==> config.mk <==
export PLATFORM = sky130hd
export DESIGN_NAME = block_average_downsampler_top
export DESIGN_NICKNAME = d
export VERILOG_FILES = /design/src/rtl/bavg_pkg.sv /design/src/rtl/block_average_downsampler_top.sv /design/src/rtl/bavg_front.sv /design/src/rtl/bavg_queue.sv /design/src/rtl/bavg_back.sv
export SDC_FILE = /design/constraint.sdc
export NUM_CORES = 1
export LEC_CHECK = 0
export ABC_AREA = 1
export ABC_CLOCK_PERIOD_IN_PS = 6390
export BUFFER_PORTS_ARGS = -buffer_cell sky130_fd_sc_hd__buf_2
export CAP_MARGIN = 0
export CORE_UTILIZATION = 28
export DETAILED_ROUTE_END_ITERATION = 10
export GPL_TIMING_DRIVEN = 0
export PLACE_DENSITY = 0.38
export SYNTH_ARGS = -nofsm -noshare
export SYNTH_HDL_FRONTEND = slang
export SYNTH_SLANG_ARGS = --single-unit
export TNS_END_PERCENT = 100
==> constraint.sdc <==
create_clock -name clk_i -period 6.39 [get_ports clk_i]
set_input_delay 1.5975 -clock clk_i [delete_from_list [all_inputs] [get_ports clk_i]]
set_output_delay 1.5975 -clock clk_i [all_outputs]
set_load 0.02 [all_outputs]
==> src/rtl/bavg_pkg.sv <==
`timescale 1ns / 1ps
// ----------------------------------------------------------------------------
// bavg_pkg
// Shared constants and types of the block average downsampler.
// ----------------------------------------------------------------------------
package bavg_pkg;

  localparam int unsigned IMAGE_WIDTH  = 320;
  localparam int unsigned IMAGE_HEIGHT = 240;
  localparam int unsigned BLOCK        = 8;

  localparam int unsigned BLOCK_LOG2 = $clog2(BLOCK);
  localparam int unsigned TILES_X    = IMAGE_WIDTH / BLOCK;
  localparam int unsigned TILES_Y    = IMAGE_HEIGHT / BLOCK;

  localparam int unsigned COL_W = $clog2(IMAGE_WIDTH);
  localparam int unsigned ROW_W = $clog2(IMAGE_HEIGHT);
  localparam int unsigned TX_W  = (TILES_X > 1) ? $clog2(TILES_X) : 1;
  localparam int unsigned TY_W  = (TILES_Y > 1) ? $clog2(TILES_Y) : 1;

  localparam int unsigned PIX_W  = 8;
  localparam int unsigned AVG_W  = 8;
  localparam int unsigned OCOL_W = 6;
  localparam int unsigned OROW_W = 5;
  localparam int unsigned SUM_W  = PIX_W + 2 * BLOCK_LOG2;

  localparam int unsigned S_TDATA_W  = 8;
  localparam int unsigned M_FIELDS_W = AVG_W + OCOL_W + OROW_W;
  localparam int unsigned M_TDATA_W  = ((M_FIELDS_W + 7) / 8) * 8;

  localparam int unsigned QUEUE_DEPTH = 2;
  localparam int unsigned QPTR_W      = $clog2(QUEUE_DEPTH);

  typedef struct packed {
    logic [PIX_W-1:0] px;
    logic [TX_W-1:0]  tx;
    logic [TY_W-1:0]  ty;
    logic             clear;
    logic             emit;
    logic             done;
  } item_t;

  typedef struct packed {
    logic full;
    logic empty;
  } q_stat_t;

endpackage

==> src/rtl/block_average_downsampler_top.sv <==
// After the pixel beat that completes its tile, the queue, back stage and output register carry its result.
// Throughput: one pixel beat per cycle while the queue is not full; the accumulator memory
// takes one read and one write each cycle, with the newest write forwarded into the add.
// Output back-pressure holds a tile-ending pixel in the back stage; the 2-entry queue
// then fills and stalls the input.
// Reset (rst_ni low, asynchronous): position goes to (0,0), all accumulators read as zero.
`timescale 1ns / 1ps
// ----------------------------------------------------------------------------
// block_average_downsampler_top
// Box-filter downsampler: averages each BLOCK x BLOCK tile of a raster frame.
// ----------------------------------------------------------------------------
module block_average_downsampler_top (
  input  logic                             clk_i,
  input  logic                             rst_ni,
  input  logic                             s_axis_tvalid,
  output logic                             s_axis_tready,
  input  logic [bavg_pkg::S_TDATA_W-1:0]   s_axis_tdata,  // pixel[7:0]
  input  logic                             s_axis_tuser,  // frame_start
  output logic                             m_axis_tvalid,
  input  logic                             m_axis_tready,
  output logic [bavg_pkg::M_TDATA_W-1:0]   m_axis_tdata,  // block_average, block_col, block_row
  output logic                             m_axis_tlast   // frame_done
);

  bavg_pkg::item_t   front_item, head_item;
  bavg_pkg::q_stat_t q_stat;
  logic              push, pop;

  bavg_front u_front (
    .clk_i      (clk_i),
    .rst_ni     (rst_ni),
    .s_tvalid_i (s_axis_tvalid),
    .s_tready_o (s_axis_tready),
    .s_tdata_i  (s_axis_tdata),
    .s_tuser_i  (s_axis_tuser),
    .q_stat_i   (q_stat),
    .push_o     (push),
    .item_o     (front_item)
  );

  bavg_queue u_queue (
    .clk_i  (clk_i),
    .rst_ni (rst_ni),
    .push_i (push),
    .item_i (front_item),
    .pop_i  (pop),
    .head_o (head_item),
    .stat_o (q_stat)
  );

  bavg_back u_back (
    .clk_i      (clk_i),
    .rst_ni     (rst_ni),
    .q_stat_i   (q_stat),
    .head_i     (head_item),
    .pop_o      (pop),
    .m_tvalid_o (m_axis_tvalid),
    .m_tready_i (m_axis_tready),
    .m_tdata_o  (m_axis_tdata),
    .m_tlast_o  (m_axis_tlast)
  );

endmodule

==> src/rtl/bavg_front.sv <==
`timescale 1ns / 1ps
// ----------------------------------------------------------------------------
// bavg_front
// Tracks raster position, maps each pixel to its tile and flags tile ends.
// ----------------------------------------------------------------------------
module bavg_front (
  input  logic                                clk_i,
  input  logic                                rst_ni,
  input  logic                                s_tvalid_i,
  output logic                                s_tready_o,
  input  logic [bavg_pkg::S_TDATA_W-1:0]      s_tdata_i,
  input  logic                                s_tuser_i,
  input  bavg_pkg::q_stat_t                   q_stat_i,
  output logic                                push_o,
  output bavg_pkg::item_t                     item_o
);

  logic [bavg_pkg::COL_W-1:0] col_q, col_d, cur_col, tx_full;
  logic [bavg_pkg::ROW_W-1:0] row_q, row_d, cur_row, ty_full;
  logic                       accept, in_range, tile_end;

  assign s_tready_o = !q_stat_i.full;
  assign accept     = s_tvalid_i && s_tready_o;

  assign cur_col = s_tuser_i ? '0 : col_q;
  assign cur_row = s_tuser_i ? '0 : row_q;
  assign tx_full = cur_col >> bavg_pkg::BLOCK_LOG2;
  assign ty_full = cur_row >> bavg_pkg::BLOCK_LOG2;

  assign in_range = (tx_full < bavg_pkg::COL_W'(bavg_pkg::TILES_X)) &&
                    (ty_full < bavg_pkg::ROW_W'(bavg_pkg::TILES_Y));
  assign tile_end = (cur_col[bavg_pkg::BLOCK_LOG2-1:0] == '1) &&
                    (cur_row[bavg_pkg::BLOCK_LOG2-1:0] == '1);

  assign push_o = accept && in_range;

  always_comb begin
    item_o.px    = s_tdata_i[bavg_pkg::PIX_W-1:0];
    item_o.tx    = bavg_pkg::TX_W'(tx_full);
    item_o.ty    = bavg_pkg::TY_W'(ty_full);
    item_o.clear = s_tuser_i;
    item_o.emit  = tile_end;
    item_o.done  = tile_end &&
                   (tx_full == bavg_pkg::COL_W'(bavg_pkg::TILES_X - 1)) &&
                   (ty_full == bavg_pkg::ROW_W'(bavg_pkg::TILES_Y - 1));
  end

  always_comb begin
    col_d = col_q;
    row_d = row_q;
    if (accept) begin
      if (cur_col == bavg_pkg::COL_W'(bavg_pkg::IMAGE_WIDTH - 1)) begin
        col_d = '0;
        if (cur_row == bavg_pkg::ROW_W'(bavg_pkg::IMAGE_HEIGHT - 1)) begin
          row_d = '0;
        end else begin
          row_d = cur_row + 1'b1;
        end
      end else begin
        col_d = cur_col + 1'b1;
        row_d = cur_row;
      end
    end
  end

  always_ff @(posedge clk_i or negedge rst_ni) begin
    if (!rst_ni) begin
      col_q <= '0;
      row_q <= '0;
    end else begin
      col_q <= col_d;
      row_q <= row_d;
    end
  end

endmodule

==> src/rtl/bavg_queue.sv <==
`timescale 1ns / 1ps
// ----------------------------------------------------------------------------
// bavg_queue
// Short FIFO of classified pixels between front and back.
// ----------------------------------------------------------------------------
module bavg_queue (
  input  logic              clk_i,
  input  logic              rst_ni,
  input  logic              push_i,
  input  bavg_pkg::item_t   item_i,
  input  logic              pop_i,
  output bavg_pkg::item_t   head_o,
  output bavg_pkg::q_stat_t stat_o
);

  bavg_pkg::item_t              store_q [bavg_pkg::QUEUE_DEPTH];
  logic [bavg_pkg::QPTR_W-1:0]  wr_ptr_q, rd_ptr_q;
  logic [bavg_pkg::QPTR_W:0]    count_q, count_d;

  assign stat_o.full  = (count_q == (bavg_pkg::QPTR_W+1)'(bavg_pkg::QUEUE_DEPTH));
  assign stat_o.empty = (count_q == '0);
  assign head_o       = store_q[rd_ptr_q];

  always_comb begin
    count_d = count_q;
    if (push_i && !pop_i) begin
      count_d = count_q + 1'b1;
    end else if (pop_i && !push_i) begin
      count_d = count_q - 1'b1;
    end
  end

  always_ff @(posedge clk_i) begin
    if (push_i) begin
      store_q[wr_ptr_q] <= item_i;
    end
  end

  always_ff @(posedge clk_i or negedge rst_ni) begin
    if (!rst_ni) begin
      wr_ptr_q <= '0;
      rd_ptr_q <= '0;
      count_q  <= '0;
    end else begin
      count_q <= count_d;
      if (push_i) begin
        wr_ptr_q <= wr_ptr_q + 1'b1;
      end
      if (pop_i) begin
        rd_ptr_q <= rd_ptr_q + 1'b1;
      end
    end
  end

endmodule

==> src/rtl/bavg_back.sv <==
`timescale 1ns / 1ps
// ----------------------------------------------------------------------------
// bavg_back
// Column accumulator memory, read-modify-write stage and output register.
// ----------------------------------------------------------------------------
module bavg_back (
  input  logic                              clk_i,
  input  logic                              rst_ni,
  input  bavg_pkg::q_stat_t                 q_stat_i,
  input  bavg_pkg::item_t                   head_i,
  output logic                              pop_o,
  output logic                              m_tvalid_o,
  input  logic                              m_tready_i,
  output logic [bavg_pkg::M_TDATA_W-1:0]    m_tdata_o,
  output logic                              m_tlast_o
);

  logic [bavg_pkg::SUM_W-1:0] acc_mem [bavg_pkg::TILES_X];
  logic [bavg_pkg::SUM_W-1:0] rd_q;

  bavg_pkg::item_t            s1_q;
  logic                       s1_valid_q, s1_valid_d, s1_fire;

  logic [bavg_pkg::TILES_X-1:0] vld_q, vld_d;
  logic                         fw_valid_q;
  logic [bavg_pkg::TX_W-1:0]    fw_tx_q;
  logic [bavg_pkg::SUM_W-1:0]   fw_data_q;

  logic [bavg_pkg::SUM_W-1:0] base, sum, wr_data;

  logic                               m_valid_q;
  logic [bavg_pkg::M_FIELDS_W-1:0]    m_data_q;
  logic                               m_last_q;

  assign s1_fire = s1_valid_q && (!s1_q.emit || !m_valid_q || m_tready_i);
  assign pop_o   = !q_stat_i.empty && (!s1_valid_q || s1_fire);

  // newest write wins; a frame start sees empty accumulators
  always_comb begin
    priority if (s1_q.clear) begin
      base = '0;
    end else if (fw_valid_q && (fw_tx_q == s1_q.tx)) begin
      base = fw_data_q;
    end else if (vld_q[s1_q.tx]) begin
      base = rd_q;
    end else begin
      base = '0;
    end
  end

  assign sum     = base + bavg_pkg::SUM_W'(s1_q.px);
  assign wr_data = s1_q.emit ? '0 : sum;

  always_comb begin
    vld_d = vld_q;
    if (s1_fire) begin
      if (s1_q.clear) begin
        vld_d = '0;
      end
      vld_d[s1_q.tx] = 1'b1;
    end
  end

  always_comb begin
    s1_valid_d = s1_valid_q;
    if (pop_o) begin
      s1_valid_d = 1'b1;
    end else if (s1_fire) begin
      s1_valid_d = 1'b0;
    end
  end

  always_ff @(posedge clk_i) begin
    if (pop_o) begin
      rd_q <= acc_mem[head_i.tx];
    end
  end

  always_ff @(posedge clk_i) begin
    if (s1_fire) begin
      acc_mem[s1_q.tx] <= wr_data;
    end
  end

  always_ff @(posedge clk_i) begin
    if (pop_o) begin
      s1_q <= head_i;
    end
    if (s1_fire) begin
      fw_tx_q   <= s1_q.tx;
      fw_data_q <= wr_data;
    end
    if (s1_fire && s1_q.emit) begin
      m_data_q <= {bavg_pkg::OROW_W'(s1_q.ty),
                   bavg_pkg::OCOL_W'(s1_q.tx),
                   bavg_pkg::AVG_W'(sum >> (2 * bavg_pkg::BLOCK_LOG2))};
      m_last_q <= s1_q.done;
    end
  end

  always_ff @(posedge clk_i or negedge rst_ni) begin
    if (!rst_ni) begin
      s1_valid_q <= 1'b0;
      vld_q      <= '0;
      fw_valid_q <= 1'b0;
      m_valid_q  <= 1'b0;
    end else begin
      s1_valid_q <= s1_valid_d;
      vld_q      <= vld_d;
      if (s1_fire) begin
        fw_valid_q <= 1'b1;
      end
      if (s1_fire && s1_q.emit) begin
        m_valid_q <= 1'b1;
      end else if (m_tready_i) begin
        m_valid_q <= 1'b0;
      end
    end
  end

  assign m_tvalid_o = m_valid_q;
  assign m_tdata_o  = bavg_pkg::M_TDATA_W'(m_data_q);
  assign m_tlast_o  = m_last_q;

endmodule

# Yosys cells after proc, flatten, opt, wreduce, memory -nomap -nowiden
# Memory sizes are Yosys's and may differ from the RTL's. A register that Yosys moved wholly into a read port is not among the register bits.
# Cells that the tools add are included.
dict set report classes {
  n_div 0
  n_shift 0
  n_lt_le_gt_ge 4
  n_mul 0
  bitwise 1
  n_reduce_logical 27
  eq_ne 8
  n_mux 25
  addsub 7
}
# operator n
set ops {}
lappend ops {{$mux W40} 2}
lappend ops {{$mux W14} 4}
lappend ops {{$or A40 B40 Y40} 1}
lappend ops {{$mux W8} 3}
lappend ops {{$mux W9} 2}
lappend ops {{$add A14 B8 Y14} 1}
lappend ops {{$logic_and A1 B1 Y1} 13}
lappend ops {{$mux W1} 10}
lappend ops {{$add A9 B1 Y9 const B} 1}
lappend ops {{$eq A9 B9 Y1 const B} 1}
lappend ops {{$add A8 B1 Y8 const B} 1}
lappend ops {{$eq A8 B8 Y1 const B} 1}
lappend ops {{$logic_not A1 Y1} 7}
lappend ops {{$lt A6 B7 Y1 const B} 1}
lappend ops {{$bmux W1 S6} 1}
lappend ops {{$demux W1 S6} 1}
lappend ops {{$eq A3 B3 Y1 const B} 2}
lappend ops {{$eq A6 B6 Y1} 1}
lappend ops {{$eq A6 B6 Y1 const B} 1}
lappend ops {{$ge A6 B1 Y1 const B} 1}
lappend ops {{$lt A6 B6 Y1 const B} 1}
lappend ops {{$reduce_bool A2 Y1} 3}
lappend ops {{$eq A5 B5 Y1 const B} 1}
lappend ops {{$lt A5 B5 Y1 const B} 1}
lappend ops {{other kinds (7)} 11}
dict set report totals {
  romBits 0
  latch_bits 0
  n_memories 2
  ff_bits 126
  mem_bits_rw 604
  output_inout_bits 27
}
# memory words word_bits rd rd_clocked_by_memory_dff wr line_no
set memory_table {}
lappend memory_table {u_back.acc_mem 40 14 1 1 1 bavg_back.sv:18} ;# logic [bavg_pkg::SUM_W-1:0] acc_mem [bavg_pkg::TILES_X];
lappend memory_table {u_queue.store_q 2 22 1 0 1 bavg_queue.sv:16} ;# bavg_pkg::item_t store_q [bavg_pkg::QUEUE_DEPTH];

# Longest topological paths before layout
dict set report logic_depth {
  ltp_word 9
  ltp_mapped 28
  depth_no_buf 26
}

# By module
# Synthesis repeated with hierarchy kept, for this count alone.
dict set report unflattened {
  hier_cells 2446
  area_unflattened_um2 30232.7
}
# mod cells_each area_each_um2 instances
set modules_own_cells {}
lappend modules_own_cells {bavg_back 2156 27106.0 1}
lappend modules_own_cells {bavg_queue 93 1798.0 1}
lappend modules_own_cells {bavg_front 197 1328.8 1}

# Worst setup path after synthesis
# No wires, ideal clock.
dict set report synth_path {
  path_type {reg2reg}
  start {reg u_back.s1_q[8] (netlist name)}
  end {mem u_back.acc_mem[0][4] (netlist name) (data pin)}
  path_stages_with_launch 22
  setup_ns 0.511
  required_ns 5.879
  path_slack_ns 1.775
  period_less_slack_ns 4.615
  n_path_buf 3
  arrival_ns 4.104
  cell_sequence {edfxtp_1 buf_2 inv_2 buf_6 nand2_1 nand3_1 nand2_1 o21ai_1 nand2_1 nor2_1 nand2_2 buf_4 nand2_1 a21oi_1 ha_1 fa_1 nand2_1 inv_1 o21a_1 nor2_1 nor2_1 nor3_1}
}
dict set report synth_between {
  elab_chain_len 7
  elab_cells_between_ends 9
  cone_classes {add/sub (1); eq/ne (1); mux (6); reduce/logical (1)}
}
# element line_no
set synth_lines {}
lappend synth_lines {{from (decl)} bavg_back.sv:21} ;# bavg_pkg::item_t s1_q;
lappend synth_lines {{from (signal assigned)} bavg_back.sv:87} ;# s1_q <= head_i;
lappend synth_lines {{$bmux W1 S6} bavg_back.sv:44} ;# end else if (vld_q[s1_q.tx]) begin
lappend synth_lines {{$mux W1 (implied by the code)} bavg_back.sv:44}
lappend synth_lines {{$mux W14} bavg_back.sv:44}
lappend synth_lines {{$mux W14 (*)} bavg_back.sv:42} ;# end else if (fw_valid_q && (fw_tx_q == s1_q.tx)) begin
lappend synth_lines {{$mux W14 (*)} bavg_back.sv:40} ;# priority if (s1_q.clear) begin
lappend synth_lines {{$add A14 B8 Y14 (*)} bavg_back.sv:51} ;# assign sum = base + bavg_pkg::SUM_W'(s1_q.px);
lappend synth_lines {{$mux W14 (*)} bavg_back.sv:52} ;# assign wr_data = s1_q.emit ? '0 : sum;
lappend synth_lines {{net u_back.wr_data (one bit)} bavg_back.sv:29} ;# logic [bavg_pkg::SUM_W-1:0] base, sum, wr_data;
lappend synth_lines {{to (decl)} bavg_back.sv:18}
# Mark *: on every way through the listed nets, which the timed path passes. The rest lies on a longest branch. The select of a mux whose other input is x is not followed.

# Final worst setup path
dict set report layout_path {
  start {reg u_back.s1_q[8] (netlist name)}
  end {mem u_back.acc_mem[20][12] (netlist name) (data pin)}
}
# The elaborated chain is that of the path after synthesis.

==> results.cfg <==
[routing]
met3_layer_wire_length_in_the_routed_design_um = 6010
antenna_violating_nets_post_route = 0
routed.top_layer = met4
drc = 1
routed_wl_um = 103000
drtIter0Drc = 2186
m1WireLength_um = 46500
detailroute.via_count = 20131
wl_met2_um = 48400
dr.pass1.iters = 8
routed_length_per_instance_um = 25.9
routed_via_density = 5.05

[finish]
nFillCells = 10413
finalNetCount = 2559
commonest_cells_after_routing_fill_and_taps_aside = edfxtp_1 (680), o21ai_0 (354), nor2_1 (324), nand2_1 (198), clkbuf_1 (132)
leading_cell_type_in_the_layout_fill_and_taps_excluded = edfxtp_1
areaGrowthSynthToFinish_pct = 18.6
post_route_cells_drive_above_1_share_pct = 12.2
layout.cell_area.non_filler_um2 = 35500
num_antenna_cells = 0

[clocking]
cts_root_buf = clkbuf_16
cts_setup_buffers = 0
cts_hold_repair.buffers = 0
cts.sinks = 744
clkTransAtPathRegs_ns = 0.06
cts-htree-levels = 3
insertion_delay_ns = 0.66
cts_resizes = 0
cts_tree = built
cts_max_path_buffers = 3
clock_buffer_count_from_cts = 86

[logic_synthesis]
multiplexer_share_of_the_synthesized_area_pct = 0
netlist_instances = 2354
synthAdderAreaFrac_pct = 0.610
synthesis.area_um2 = 29900
netlist_top_cells_area = edfxtp_1 (68%), o21ai_0 (5.9%), dfrtp_1 (5.3%), nor2_1 (4.7%), nand2_1 (2.5%)
post_synth_and_or_nand_nor_area_fraction_pct = 9.29
synth_area_leader_cell = edfxtp_1
synth_flop_cell = edfxtp_1
post_synth_xor_area_fraction_pct = 0.468
async_reset_ff_share_pct = 8.60
yosysSeqAreaShare_pct = 73.5
yosys.cell_types.count = 41
synth_enable_flop_cells = 680
post_synth.cell_area_avg_um2 = 12.7
synthDominantCellAreaShare_pct = 68.2
synth_top_family_by_area = compound AO/OA/AOI/OAI gates
flops_latches_synth = 744
share_of_the_synthesized_area_in_compound_gates_ao_oa_aoi_oai_pct = 12.6
synth.yosys.warnings = 0

[run]
max_cap_violations = 0

[sta]
grt_setup_unrepaired = no
fin_skew_ns = 0.0317
final-hold-violation-count = 0
slew-limit-headroom_pct = 16.3
max_freq_mhz = 202
final.period_utilization_pct = 77.5
tightest_slew_ns = 1.26
timing.final.setup_violations = 0
slew_viol_final = 0
final_critical_path_setup_slack_ns = 1.44
fin_crit_ns = 4.95

[critical_path]
r2r_setup_slack_ns = 1.44
buffering_stage_count_on_the_worst_path_with_inverters_included = 7
worst_endpoint_required_time_ns = 6.88
critPathSlowestCell = o41ai_1
cp_arrival_ns = 5.44
critical_path.endpoint_type = flop
worst-path-max-fanout = 25
crit_type = reg -> reg
timing.rr.start = u_back.s1_q[8]
cp_common_cell = nand2_1
crit-reg2reg-capture = u_back.acc_mem[20][12]
critical_path.max_stage_delay_ns = 0.64
critical_path.top_delay_family = simple AND/OR/NAND/NOR gates
r2r_cells = 28
worst_setup_path_start_kind = flop

[global_routing]
grt.overflow.total = 0
maximum_number_of_pins_on_one_net_before_global_route_repair = 65
total_grt_usage_pct = 19.1
first_pass_grt_wire_length_um = 147000
grt_pass1_vias = 19761
grt_antenna_before_repair = 1

[power]
vdd.ir_drop.worst_v = 0.000280
totalPowerFinal_mw = 18.9
power_per_standard_cell_area_nw_per_um2 = 533
power_leakage_nw = 12.1

[floorplan]
num_io_pins = 40
initial_utilization_pct = 28.3
placeableCoreArea_um2 = 106000
dieWidth_um = 329
die_h_um = 329
design.die.area_um2 = 108000
core.rowCount = 119

[placed_design]
dpl.hpwl_um = 71300
post_place_instance_area_um2 = 33000
dp_slack_ns = 0.840
io_buffers = 34
globalplace.congestion = 0.899

[status]
violations = DRC
status = finished with violations

[worst_hold_path]
timing.hold.worst_endpoint = u_back.m_data_q[18]
min_from = u_back.s1_q[7]
holdPathStages = 0
min-delay-path-class = reg -> reg
[report_power, final]
| group | internal [mW] | total (mW) | switching (mW) |
|---|---|---|---|
| Clock | 2.59 | 4.56 | 1.96 |
| Combinational | 1.71 | 7.45 | 5.74 |
| Sequential | 6.69 | 6.92 | 0.230 |
[routing by layer]
| layer | vias to the layer above | global-route usage (%) |
|---|---|---|
| li1 | 9042 | - |
| met1 | 10302 | 26.5 |
| met2 | 651 | 30.7 |
| met3 | 136 | 3.36 |
| met4 | 0 | 4.87 |
| met5 | - | 0 |
[cells by family after synthesis]
logic type | after synthesis
flops | 744
compound gates | 635
xor+xnor | 16
fa+ha+maj | 14
buf+inv | 256
simple gates | 688
other cells | 1
[area by class of cell]
type                       instances  area, um^2  area share, %
sequential                       744       22000           62.0
multi-input combinational       1358        7100           20.0
clock buffer                     119        2350           6.61
tap                             1391        1740           4.90
timing repair buffer              86        1060           2.99
buffer                           150         652           1.84
inverter                         106         398           1.12
clock inverter                    31         194          0.546
[worst reg2reg max path: cells and delay by family (launching register included)]
family,cells,cell delay (ns)
and+or+nand+nor,15,1.61
buffers and inverters,7,1.06
AOI/OAI and AO/OA,4,1.24
DFF,1,0.42
adders and majority gates,2,0.45
[synthesized netlist by cell type (2+ instances only)]
cell,n
a21oi_1,17
and2_1,2
buf_1,6
buf_2,28
buf_4,8
buf_6,3
clkbuf_1,105
dfrtp_1,64
edfxtp_1,680
ha_1,13
inv_1,93
inv_2,12
nand2_1,198
nand2_2,2
nand3_1,74
nand3b_1,2
nand4_1,6
nor2_1,376
nor2_4,2
nor3_1,11
nor3_2,2
nor4_1,2
o211ai_1,76
o21ai_0,354
o21ai_1,19
o221ai_1,73
o22ai_1,91
or2_1,4
or2_2,5
xnor2_1,5
xor2_1,11
[state kept, by name, summed over array words and instances, names as in the netlist, 2 cells and up]
| signal | flops |
|---|---|
| u_back.m_data_q | 19 |
| u_back.rd_q | 14 |
| u_back.vld_q | 40 |
| u_queue.store_q | 44 |
| u_back.acc_mem | 560 |
| u_queue.count_q | 2 |
| u_back.fw_tx_q | 6 |
| u_back.fw_data_q | 14 |
| u_back.s1_q | 22 |
| u_front.col_q | 9 |
| u_front.row_q | 8 |
[worst max path at each step]
stage	from	to	slack [ns]	depth (start not counted)
2_1_floorplan	u_back.s1_q[8]	u_back.acc_mem[0][4]	1.77	21
3_3_place_gp	u_back.s1_q[8]	u_back.acc_mem[15][4]	-2.53	21
3_5_place_dp	m_axis_tready	u_back.acc_mem[32][8]	0.84	6
4_1_cts	u_back.s1_q[8]	u_back.acc_mem[4][12]	1.42	28
5_1_grt	u_back.s1_q[8]	u_back.acc_mem[19][12]	1.01	29
6_report	u_back.s1_q[8]	u_back.acc_mem[20][12]	1.44	28
[through the flow]
| step | std cells | hold slack, ns | util [%] | setup TNS [ns] |
|---|---|---|---|---|
| finish | 3985 | 0.430 | 33.6 | 0 |
| global placement | 3783 | 0.419 | 30.2 | -411.44 |
| CTS | 3985 | 0.431 | 33.6 | 0 |
| floorplan | 2358 | 0.400 | - | 0 |
| detailed placement | 3835 | 0.406 | 31.2 | 0 |
| global route | 3985 | 0.446 | 33.6 | 0 |
Note: power is estimated with default switching activity, not from simulation.
